File: config.mk
export PLATFORM = sky130hd
export DESIGN_NAME = timer_table_one_shot_periodic_unit
export DESIGN_NICKNAME = d
export VERILOG_FILES = /design/src/rtl/ttop_pkg.sv /design/src/rtl/timer_table_one_shot_periodic_unit.sv /design/src/rtl/ttop_cell.sv
export SDC_FILE = /design/constraint.sdc
export NUM_CORES = 2
export LEC_CHECK = 0
export BUFFER_PORTS_ARGS = -buffer_cell sky130_fd_sc_hd__buf_2
export CAP_MARGIN = 20
export CELL_PAD_IN_SITES_DETAIL_PLACEMENT = 2
export CELL_PAD_IN_SITES_GLOBAL_PLACEMENT = 2
export CORE_MARGIN = 4
export CORE_UTILIZATION = 47
export CTS_CLUSTER_DIAMETER = 50
export DETAILED_ROUTE_END_ITERATION = 7
export PLACE_DENSITY_LB_ADDON = 0.1
export SLEW_MARGIN = 20
export SYNTH_ARGS = -nofsm -noshare
export SYNTH_HDL_FRONTEND = slang
export SYNTH_HIERARCHICAL = 1
export SYNTH_SLANG_ARGS = --single-unit
File: constraint.sdc
create_clock -name clk -period 10.4 [get_ports clk]
set_input_delay 1.56 -clock clk [delete_from_list [all_inputs] [get_ports clk]]
set_output_delay 1.56 -clock clk [all_outputs]
set_load 0.01 [all_outputs]
File: src/rtl/ttop_pkg.sv
// Shared types, constants and helpers for the timer table.
`timescale 1ns / 1ps
`default_nettype none

package ttop_pkg;

    localparam int DEPTH  = 16;
    localparam int CNT_W  = $clog2(DEPTH + 1);
    localparam int TIME_W = 48;
    localparam int INTV_W = 32;
    localparam int TAG_W  = 16;
    localparam int DIST_W = 32;

    localparam logic [TIME_W-1:0] TIME_MAX = {TIME_W{1'b1}};
    localparam logic [TIME_W-1:0] DIST_MAX = TIME_W'(32'h7FFF_FFFF);

    typedef enum logic [1:0] {
        MODE_ADD   = 2'd0,
        MODE_TICK  = 2'd1,
        MODE_CLEAR = 2'd2,
        MODE_QUERY = 2'd3
    } mode_t;

    typedef enum logic [2:0] {
        KIND_ADDED   = 3'd0,
        KIND_FULL    = 3'd1,
        KIND_FIRED   = 3'd2,
        KIND_NONE    = 3'd3,
        KIND_CLEARED = 3'd4,
        KIND_QUERY   = 3'd5
    } kind_t;

    typedef enum logic [2:0] {
        ST_IDLE,
        ST_SCAN,
        ST_DIST,
        ST_REPORT,
        ST_EMIT
    } state_t;

    typedef struct packed {
        logic [TIME_W-1:0] due;
        logic [INTV_W-1:0] intv;
        logic [TAG_W-1:0]  tag;
        logic              rep;
    } entry_t;

    typedef struct packed {
        logic shift;
        logic load;
    } cell_ctl_t;

    // base + delta, clamped to the top of the time range
    function automatic logic [TIME_W-1:0] sat_add(input logic [TIME_W-1:0] base,
                                                  input logic [INTV_W-1:0] delta);
        logic [TIME_W:0] sum;
        begin
            sum = {1'b0, base} + (TIME_W + 1)'(delta);
            sat_add = sum[TIME_W] ? TIME_MAX : sum[TIME_W-1:0];
        end
    endfunction

endpackage

`default_nettype wire

File: src/rtl/timer_table_one_shot_periodic_unit.sv
// Timer table top level: command decode, chain of timer cells, result register.
// Add, clear, query: scan rotates every timer once, then distance, then the result word.
// Tick: scan rotates every timer once, then distance, then a walk over the timers that
// emits one fired word per due timer (waits on res_stall), then idle; when nothing is due,
// report writes the result word instead. One command at a time, taken in idle.
// Reset clears the timer count and control; entry contents are not cleared.
`timescale 1ns / 1ps
`default_nettype none

module timer_table_one_shot_periodic_unit import ttop_pkg::*;
(
    input  wire logic               clk,
    input  wire logic               rst_n,

    input  wire logic               cmd_valid,
    output logic                    cmd_stall,
    input  wire logic [1:0]         mode,
    input  wire logic [TIME_W-1:0]  now_ms,
    input  wire logic [INTV_W-1:0]  delay_ms,
    input  wire logic               periodic,
    input  wire logic [TAG_W-1:0]   task_id,

    output logic                    res_valid,
    input  wire logic               res_stall,
    output logic [2:0]              kind,
    output logic [TAG_W-1:0]        fired_task,
    output logic                    fired_periodic,
    output logic [CNT_W-1:0]        timer_count,
    output logic signed [DIST_W-1:0] time_until_next,
    output logic                    last
);

    state_t             state_reg, state_next;
    mode_t              mode_reg, mode_next;
    logic [TIME_W-1:0]  now_reg, now_next;
    kind_t              rkind_reg, rkind_next;
    logic [CNT_W-1:0]   cnt_reg, cnt_next;
    logic [CNT_W-1:0]   rem_reg, rem_next;
    logic [CNT_W-1:0]   fire_reg, fire_next;
    logic [CNT_W-1:0]   kept_reg, kept_next;
    logic [TIME_W-1:0]  min_reg, min_next;
    logic [DIST_W-1:0]  dist_reg, dist_next;

    logic               res_valid_reg, res_valid_next;
    kind_t              kind_reg, kind_next;
    logic [TAG_W-1:0]   task_reg, task_next;
    logic               per_reg, per_next;
    logic [CNT_W-1:0]   count_reg, count_next;
    logic [DIST_W-1:0]  tun_reg, tun_next;
    logic               last_reg, last_next;

    entry_t             cells [DEPTH];
    entry_t             head, head_new, add_entry, bcast;
    logic               head_fire, head_keep, is_tick, out_free;
    logic               shift_en, tail_load, add_load;
    logic [CNT_W-1:0]   tail_idx;
    logic [TIME_W-1:0]  diff;

    assign head     = cells[0];
    assign is_tick  = (mode_reg == MODE_TICK);
    assign out_free = !res_valid_reg || !res_stall;
    assign tail_idx = cnt_reg - CNT_W'(1);

    always_comb
    begin
        head_fire = is_tick && (head.due <= now_reg);
        head_keep = !head_fire || head.rep;
        head_new  = head;
        if (head_fire && head.rep)
        begin
            head_new.due = sat_add(now_reg, head.intv);
        end
    end

    always_comb
    begin
        add_entry.due  = sat_add(now_ms, delay_ms);
        add_entry.intv = delay_ms;
        add_entry.tag  = task_id;
        add_entry.rep  = periodic;
    end

    // scan rotates entries unchanged; emit writes back the rescheduled head
    assign bcast = (state_reg == ST_EMIT) ? head_new :
                   (state_reg == ST_SCAN) ? head : add_entry;

    genvar gi;
    generate
        for (gi = 0; gi < DEPTH; gi++)
        begin : g_cell
            cell_ctl_t ctl;
            entry_t    nbr;

            assign ctl.load  = (tail_load && (tail_idx == CNT_W'(gi))) ||
                               (add_load && (cnt_reg == CNT_W'(gi)));
            assign ctl.shift = shift_en && !ctl.load;

            if (gi == DEPTH - 1)
            begin : g_end
                assign nbr = cells[0];
            end
            else
            begin : g_mid
                assign nbr = cells[gi + 1];
            end

            ttop_cell u_cell (
                .clk   (clk),
                .ctl   (ctl),
                .nbr   (nbr),
                .bcast (bcast),
                .entry (cells[gi])
            );
        end
    endgenerate

    assign diff = min_reg - now_reg;

    always_comb
    begin
        state_next     = state_reg;
        mode_next      = mode_reg;
        now_next       = now_reg;
        rkind_next     = rkind_reg;
        cnt_next       = cnt_reg;
        rem_next       = rem_reg;
        fire_next      = fire_reg;
        kept_next      = kept_reg;
        min_next       = min_reg;
        dist_next      = dist_reg;
        res_valid_next = res_valid_reg && res_stall;
        kind_next      = kind_reg;
        task_next      = task_reg;
        per_next       = per_reg;
        count_next     = count_reg;
        tun_next       = tun_reg;
        last_next      = last_reg;
        shift_en       = 1'b0;
        tail_load      = 1'b0;
        add_load       = 1'b0;
        cmd_stall      = (state_reg != ST_IDLE);

        unique case (state_reg)
            ST_IDLE:
            begin
                if (cmd_valid)
                begin
                    mode_next = mode_t'(mode);
                    now_next  = now_ms;
                    fire_next = '0;
                    kept_next = '0;
                    min_next  = TIME_MAX;
                    unique case (mode_t'(mode))
                        MODE_ADD:
                        begin
                            if (cnt_reg < CNT_W'(DEPTH))
                            begin
                                add_load   = 1'b1;
                                cnt_next   = cnt_reg + CNT_W'(1);
                                rkind_next = KIND_ADDED;
                            end
                            else
                            begin
                                rkind_next = KIND_FULL;
                            end
                        end
                        MODE_TICK:  rkind_next = KIND_NONE;
                        MODE_CLEAR:
                        begin
                            cnt_next   = '0;
                            rkind_next = KIND_CLEARED;
                        end
                        default:    rkind_next = KIND_QUERY;
                    endcase
                    rem_next   = cnt_next;
                    state_next = ST_SCAN;
                end
            end

            ST_SCAN:
            begin
                if (rem_reg == '0)
                begin
                    state_next = ST_DIST;
                end
                else
                begin
                    shift_en  = 1'b1;
                    tail_load = 1'b1;
                    rem_next  = rem_reg - CNT_W'(1);
                    if (head_fire)
                    begin
                        fire_next = fire_reg + CNT_W'(1);
                    end
                    if (head_keep)
                    begin
                        kept_next = kept_reg + CNT_W'(1);
                        if (head_new.due < min_reg)
                        begin
                            min_next = head_new.due;
                        end
                    end
                end
            end

            ST_DIST:
            begin
                if (kept_reg == '0)
                begin
                    dist_next = '1;
                end
                else if (min_reg <= now_reg)
                begin
                    dist_next = '0;
                end
                else if (diff > DIST_MAX)
                begin
                    dist_next = DIST_MAX[DIST_W-1:0];
                end
                else
                begin
                    dist_next = diff[DIST_W-1:0];
                end
                if (is_tick && (fire_reg != '0))
                begin
                    rem_next   = cnt_reg;
                    state_next = ST_EMIT;
                end
                else
                begin
                    state_next = ST_REPORT;
                end
            end

            ST_REPORT:
            begin
                if (out_free)
                begin
                    res_valid_next = 1'b1;
                    kind_next      = rkind_reg;
                    task_next      = '0;
                    per_next       = 1'b0;
                    count_next     = kept_reg;
                    tun_next       = dist_reg;
                    last_next      = 1'b1;
                    state_next     = ST_IDLE;
                end
            end

            ST_EMIT:
            begin
                if (rem_reg == '0)
                begin
                    state_next = ST_IDLE;
                end
                else if (!head_fire || out_free)
                begin
                    shift_en  = 1'b1;
                    tail_load = head_keep;
                    rem_next  = rem_reg - CNT_W'(1);
                    if (!head_keep)
                    begin
                        cnt_next = cnt_reg - CNT_W'(1);
                    end
                    if (head_fire)
                    begin
                        res_valid_next = 1'b1;
                        kind_next      = KIND_FIRED;
                        task_next      = head.tag;
                        per_next       = head.rep;
                        count_next     = kept_reg;
                        tun_next       = dist_reg;
                        last_next      = (fire_reg == CNT_W'(1));
                        fire_next      = fire_reg - CNT_W'(1);
                    end
                end
            end

            default:
            begin
                state_next = ST_IDLE;
            end
        endcase
    end

    always_ff @(posedge clk or negedge rst_n)
    begin
        if (!rst_n)
        begin
            state_reg     <= ST_IDLE;
            cnt_reg       <= '0;
            rem_reg       <= '0;
            fire_reg      <= '0;
            res_valid_reg <= 1'b0;
        end
        else
        begin
            state_reg     <= state_next;
            cnt_reg       <= cnt_next;
            rem_reg       <= rem_next;
            fire_reg      <= fire_next;
            res_valid_reg <= res_valid_next;
        end
    end

    always_ff @(posedge clk)
    begin
        mode_reg  <= mode_next;
        now_reg   <= now_next;
        rkind_reg <= rkind_next;
        kept_reg  <= kept_next;
        min_reg   <= min_next;
        dist_reg  <= dist_next;
        kind_reg  <= kind_next;
        task_reg  <= task_next;
        per_reg   <= per_next;
        count_reg <= count_next;
        tun_reg   <= tun_next;
        last_reg  <= last_next;
    end

    assign res_valid       = res_valid_reg;
    assign kind            = kind_reg;
    assign fired_task      = task_reg;
    assign fired_periodic  = per_reg;
    assign timer_count     = count_reg;
    assign time_until_next = tun_reg;
    assign last            = last_reg;

    a_count_range: assert property (@(posedge clk) disable iff (!rst_n)
        cnt_reg <= CNT_W'(DEPTH))
        else $error("timer count above table depth");

    a_fire_bound: assert property (@(posedge clk) disable iff (!rst_n)
        state_reg == ST_EMIT |-> fire_reg <= rem_reg)
        else $error("more fires pending than entries left to walk");

    a_nonfire_clean: assert property (@(posedge clk) disable iff (!rst_n)
        res_valid && kind != KIND_FIRED |-> fired_task == '0 && !fired_periodic && last)
        else $error("non-fired word carries task data or is not last");

    a_empty_dist: assert property (@(posedge clk) disable iff (!rst_n)
        res_valid |-> ((timer_count == '0) == (time_until_next == -1)))
        else $error("distance and empty table disagree");

endmodule

`default_nettype wire

File: src/rtl/ttop_cell.sv
// One slot of the timer chain: takes its neighbor's entry or a broadcast entry.
`timescale 1ns / 1ps
`default_nettype none

module ttop_cell import ttop_pkg::*;
(
    input  wire logic      clk,
    input  wire cell_ctl_t ctl,
    input  wire entry_t    nbr,
    input  wire entry_t    bcast,
    output entry_t         entry
);

    entry_t entry_reg;

    always_ff @(posedge clk)
    begin
        if (ctl.load)
        begin
            entry_reg <= bcast;
        end
        else if (ctl.shift)
        begin
            entry_reg <= nbr;
        end
    end

    assign entry = entry_reg;

endmodule

`default_nettype wire
# Word level (Yosys, flattened, before mapping)
# Cells that the tools add are included.
totals:
  inputBits: 103
  output_inout_bits: 60
  regBits: 1767
classes:
  eq_ne: 51
  n_mux: 120
  n_addsub: 9
  magnitude_cmp: 5
  n_reduce_logical: 127
op_table:
  columns: ["op", "n"]
  rows:
  - ["97-bit 2-to-1 mux", 34]
  - ["48-bit 2-to-1 mux", 7]
  - ["32-bit 2-to-1 mux", 6]
  - ["5-bit 2-to-1 mux", 21]
  - ["48-bit by 32-bit adder with 49-bit output", 2]
  - ["48-bit less-or-equal comparator", 2]
  - ["48-bit one-hot mux with 2 select lines", 1]
  - ["5-bit by 4-bit equality test with 1-bit output, second input constant", 16]
  - ["16-bit 2-to-1 mux", 4]
  - ["32-bit one-hot mux with 2 select lines", 1]
  - ["1-bit logical AND", 52]
  - ["48-bit by 31-bit > comparator with 1-bit output, second input constant", 1]
  - ["48-bit less-than comparator", 1]
  - ["48-bit subtractor", 1]
  - ["5-bit by 3-bit equality test with 1-bit output, second input constant", 8]
  - ["5-bit one-hot mux with 2 select lines", 4]
  - ["2-bit nonzero test", 19]
  - ["16-bit one-hot mux with 2 select lines", 1]
  - ["3-bit 2-to-1 mux", 9]
  - ["1-bit 2-to-1 mux", 22]
  - ["5-bit by 2-bit equality test with 1-bit output, second input constant", 4]
  - ["5-bit zero test", 4]
  - ["5-bit one-hot mux with 4 select lines", 1]
  - ["1-bit zero test", 19]
  - ["other kinds (27)", 72]

# Logic depth before layout (Yosys ltp)
logic_depth:
  word_depth: 13
  depth_mapped: 25
  depth_no_buf: 23

# Modules after synthesis
# The synthesis kept the hierarchy.
by_module_without_submodules:
  columns: ["module", "seq_area_each_um2", "instances", "cells_each", "area_per_inst_um2"]
  rows:
  - ["ttop_cell", 2912.8, 16, 206, 4162.7]
  - ["timer_table_one_shot_periodic_unit", 6361.1, 1, 2366, 20131.8]

# Worst setup path after synthesis
# Ideal clock, no wire load.
synth_path:
  path_kind: "flip-flop to flip-flop"
  from: "reg now_reg[0]"
  to: "reg min_reg[0], enable pin"
  period_less_slack_ns: 8.527
  slack_ns: 1.873
  t_arrival_ns: 8.001
  t_required_ns: 9.874
  path_stages_with_launch: 26
  cell_sequence: "edfxtp_1 > ha_1 > fa_1 > a211oi_2 > o21ai_0 > a2111oi_0 > or3b_1 > buf_2 > o21a_1 > o21ai_2 > and2_1 > buf_2 > or3_1 > o21ai_0 > inv_1 > ha_1 > a21oi_1 > nor2b_1 > o21ai_0 > nand2b_1 > a21oi_1 > nor2_1 > a2111oi_0 > o311ai_0 > o21a_1 > a211oi_1"
synth_rtl:
  columns: ["item", "line_no", "text"]
  rows:
  - ["start: declaration", "timer_table_one_shot_periodic_unit.sv:35", "logic [TIME_W-1:0] now_reg, now_next;"]
  - ["start signal: assignment", "timer_table_one_shot_periodic_unit.sv:309", "now_reg <= now_next;"]
  - ["end signal: assignment", "timer_table_one_shot_periodic_unit.sv:312", "min_reg <= min_next;"]
  - ["end: declaration", "timer_table_one_shot_periodic_unit.sv:41", "logic [TIME_W-1:0] min_reg, min_next;"]

==> flow_summary_export.csv <==
group,metric,value,unit
finish,fillCellCount,16500,
timing,final-max-slew-violation-count,0,
timing,worst_pin_slew,1.202,ns
run,cap_viol_max_count,0,
floorplan,fp.dieH,437.6,um
setup_path,ff2ff_path_depth,21,
routing,dr.pass1.iters,5,
cts,htreeDepth,4,
synth,synth.area.mux_share,21.65,%
timing,max_freq,130.7,MHz
synth,yosys_warnings,6,
routing,remaining_drc_errors,0,
routing,wl_per_cell,36.87,um
synth,synth_compound_area_share,5.744,%
synth,syn_nets,5989,
floorplan,die_w,437.6,um
synth,synth_simple_gate_area_share,4.146,%
setup_path,startpoint_type,"flop",
cts,cts_sinks,1767,
cts,cts_root_buffer,"clkbuf_16",
synth,synth_top_family_by_area,"multiplexers",
synth,synth_edf_count,1748,
grt,grt_max_degree,99,
routing,detail-route-antenna-nets,0,
grt,grt_overflow_total,0,
synth,yosysTopAreaCell,"edfxtp_1",
routing,drt_iter0_drc,4887,
cts,clkTransAtPathRegs,0.06,ns
placement,numPortBuffers,162,
setup_path,required,10.89,ns
timing,skew,0.06865,ns
timing,fin_setup_tns,0,ns
setup_path,arrival,8.14,ns
synth,postSynthAreaPerCell,15.32,um2
synth,synth.distinct_cells,87,
synth,synth-xor-area-share,1.272,%
grt,grt_pass1_wl,447.5,mm
synth,synth_area,86740,um2
timing,max-slew-margin-rel,19.85,%
setup_path,worst_setup_path_end_kind,"flop",
finish,drive_gt1_share,37.27,%
floorplan,rows,157,
timing,hold_violations,0,
synth,yosys-top-cells-area,"edfxtp_1, mux2_2, mux2_4",
floorplan,core_area,183300,um2
cts,cts_setup_buffers,0,
placement,place_congestion,0.9250,
hold_path,hold_path.class,"reg2reg",
timing,finalSetupViolations,0,
cts,cts_tree,"done",
cts,insertion_delay,0.88,ns
timing,grt_setup_unrepaired,"no",
finish,largest_register_ffs,1552,
cts,cts_buffers,209,
grt,antenna_found_initial,16,
finish,fin_nets,6197,
grt,grt_pass1_vias,58190,
routing,vias_per_cell,6.372,
cts,cts_hold_buffers,0,
setup_path,path_class,"reg2reg",
timing,final.min_clock_period,7.649,ns
routing,wl,313.7,mm
synth,synth_ff_type,"edfxtp_1",
grt,grt_use_total,32.24,%
synth,synth_cells,5662,
outcome,status,"complete, no violations",
hold_path,holdPathStages,0,
cts,cts_resized,0,
floorplan,start_util,47.32,%
floorplan,die_area,191500,um2
timing,fin_crit_sh,73.55,%
finish,areaGrowthSynthToFinish,12.23,%
synth,synthAdderAreaFrac,3.257,%
synth,synth_top_area_share,60.52,%
setup_path,path_max_fanout,48,
synth,ys_ff_latch,1767,
cts,cts.path.max_buffers,3,
synth,async_flop_share,1.075,%
synth,seq_area_frac_synth,61.07,%
placement,hpwl,188.1,mm
routing,via_count,54230,
floorplan,io_pins,163,
-- synthesized netlist by cell type, types with 24 or more instances --
master,instances
nand3_1,48
o221ai_1,42
buf_2,129
mux2_2,1250
clkbuf_1,80
xnor2_1,67
nand4_1,50
a31oi_1,24
nor3_1,42
ha_1,221
xor2_1,59
o21ai_0,121
o22ai_1,25
o21ai_1,28
a41oi_1,28
nand2b_1,28
nand2_1,325
mux2_4,304
buf_6,69
and2_1,24
nor2_1,127
inv_1,184
a21oi_1,204
a21o_1,75
edfxtp_1,1748
-- layer usage --
metal / global-route usage, % / part of all wire [%]
met5: 0 / 0.0029
met4: 11.97 / 4.0
met1: 43.41 / 42
met2: 54.06 / 49
met3: 3.560 / 5.1
-- kinds of logic (layout without fill, tap and decap cells) --
family,after synthesis,count (layout)
compound gates,742,742
xor+xnor,126,126
fa+ha+maj,224,224
buf+inv,474,852
flops,1767,1767
mux,1568,1568
other cells,0,6
simple gates,761,761
-- final cells by class --
class                      count  area (um2)  area share (%)
inverter                     184       690.7          0.7095
tap                         2464        3083           3.167
clock buffer                 249        5423           5.571
sequential                  1767       52970           54.41
multi-input combinational   3421       31720           32.59
clock inverter               132        1424           1.463
timing repair buffer         287        2019           2.075
antenna                        6       15.01         0.01542
-- path summary, 6_finish.rpt --
kind                               from  slack (ns)             endpoint
max reg2reg                  now_reg[0]        2.75          min_reg[41]
min                        dist_reg[17]        0.42  time_until_next[17]
min in group asynchronous         rst_n        0.71            res_valid
max in group asynchronous         rst_n        9.22         state_reg[0]
max                          now_reg[0]        2.75          min_reg[41]
min reg2reg                dist_reg[17]        0.42  time_until_next[17]
-- stage by stage --
| step | setup slack (ns) | cells | hold WS [ns] | instance area (um2) | utilization, % |
|---|---|---|---|---|---|
| after CTS | 2.312 | 8503 | 0.4200 | 97270 | 53.07 |
| after global placement | 2.721 | 8121 | 0.4041 | 90410 | 49.33 |
| after detailed placement | 2.534 | 8122 | 0.4061 | 90420 | 49.34 |
| after floorplan | 1.873 | 5662 | 0.4003 | 86740 | - |
| final | 2.751 | 8510 | 0.4197 | 97340 | 53.11 |
| after global routing | 2.446 | 8509 | 0.4292 | 97340 | 53.11 |
-- layout by cell type, fill, tap and decap left out, types with 42 or more instances in the layout --
| master | netlist | layout |
|---|---|---|
| a21oi_1 | 204 | 201 |
| xor2_1 | 59 | 59 |
| nand4_1 | 50 | 50 |
| o221ai_1 | 42 | 42 |
| edfxtp_1 | 1748 | 1748 |
| xnor2_1 | 67 | 66 |
| a21o_1 | 75 | 75 |
| inv_1 | 184 | 182 |
| o21ai_0 | 121 | 110 |
| mux2_2 | 1250 | 1250 |
| mux2_4 | 304 | 304 |
| buf_2 | 129 | 162 |
| nand3_1 | 48 | 48 |
| clkbuf_16 | 0 | 211 |
| nand2_1 | 325 | 324 |
| nor2_1 | 127 | 126 |
| ha_1 | 221 | 221 |
| buf_4 | 3 | 104 |
-- worst max-delay path, stage by stage (launching register included) --
cell and delay (ns):
edfxtp_1 0.42, ha_1 0.27, fa_1 0.45, a211oi_2 0.24, o21ai_0 0.18, a2111oi_0 0.50
or3b_1 0.40, o21a_1 0.22, o21ai_2 0.25, and2_1 0.27, buf_4 0.20, or4_1 0.49
o211ai_1 0.20, inv_1 0.09, ha_1 0.31, nand4_1 0.20, nor4_1 0.92, nand3_1 0.22
or4_1 0.61, nor3_1 0.33, a211oi_4 0.10, buf_4 0.37
Power is not shown: default switching activity piles up to over one toggle a cycle in this logic, so the estimate is an artifact.
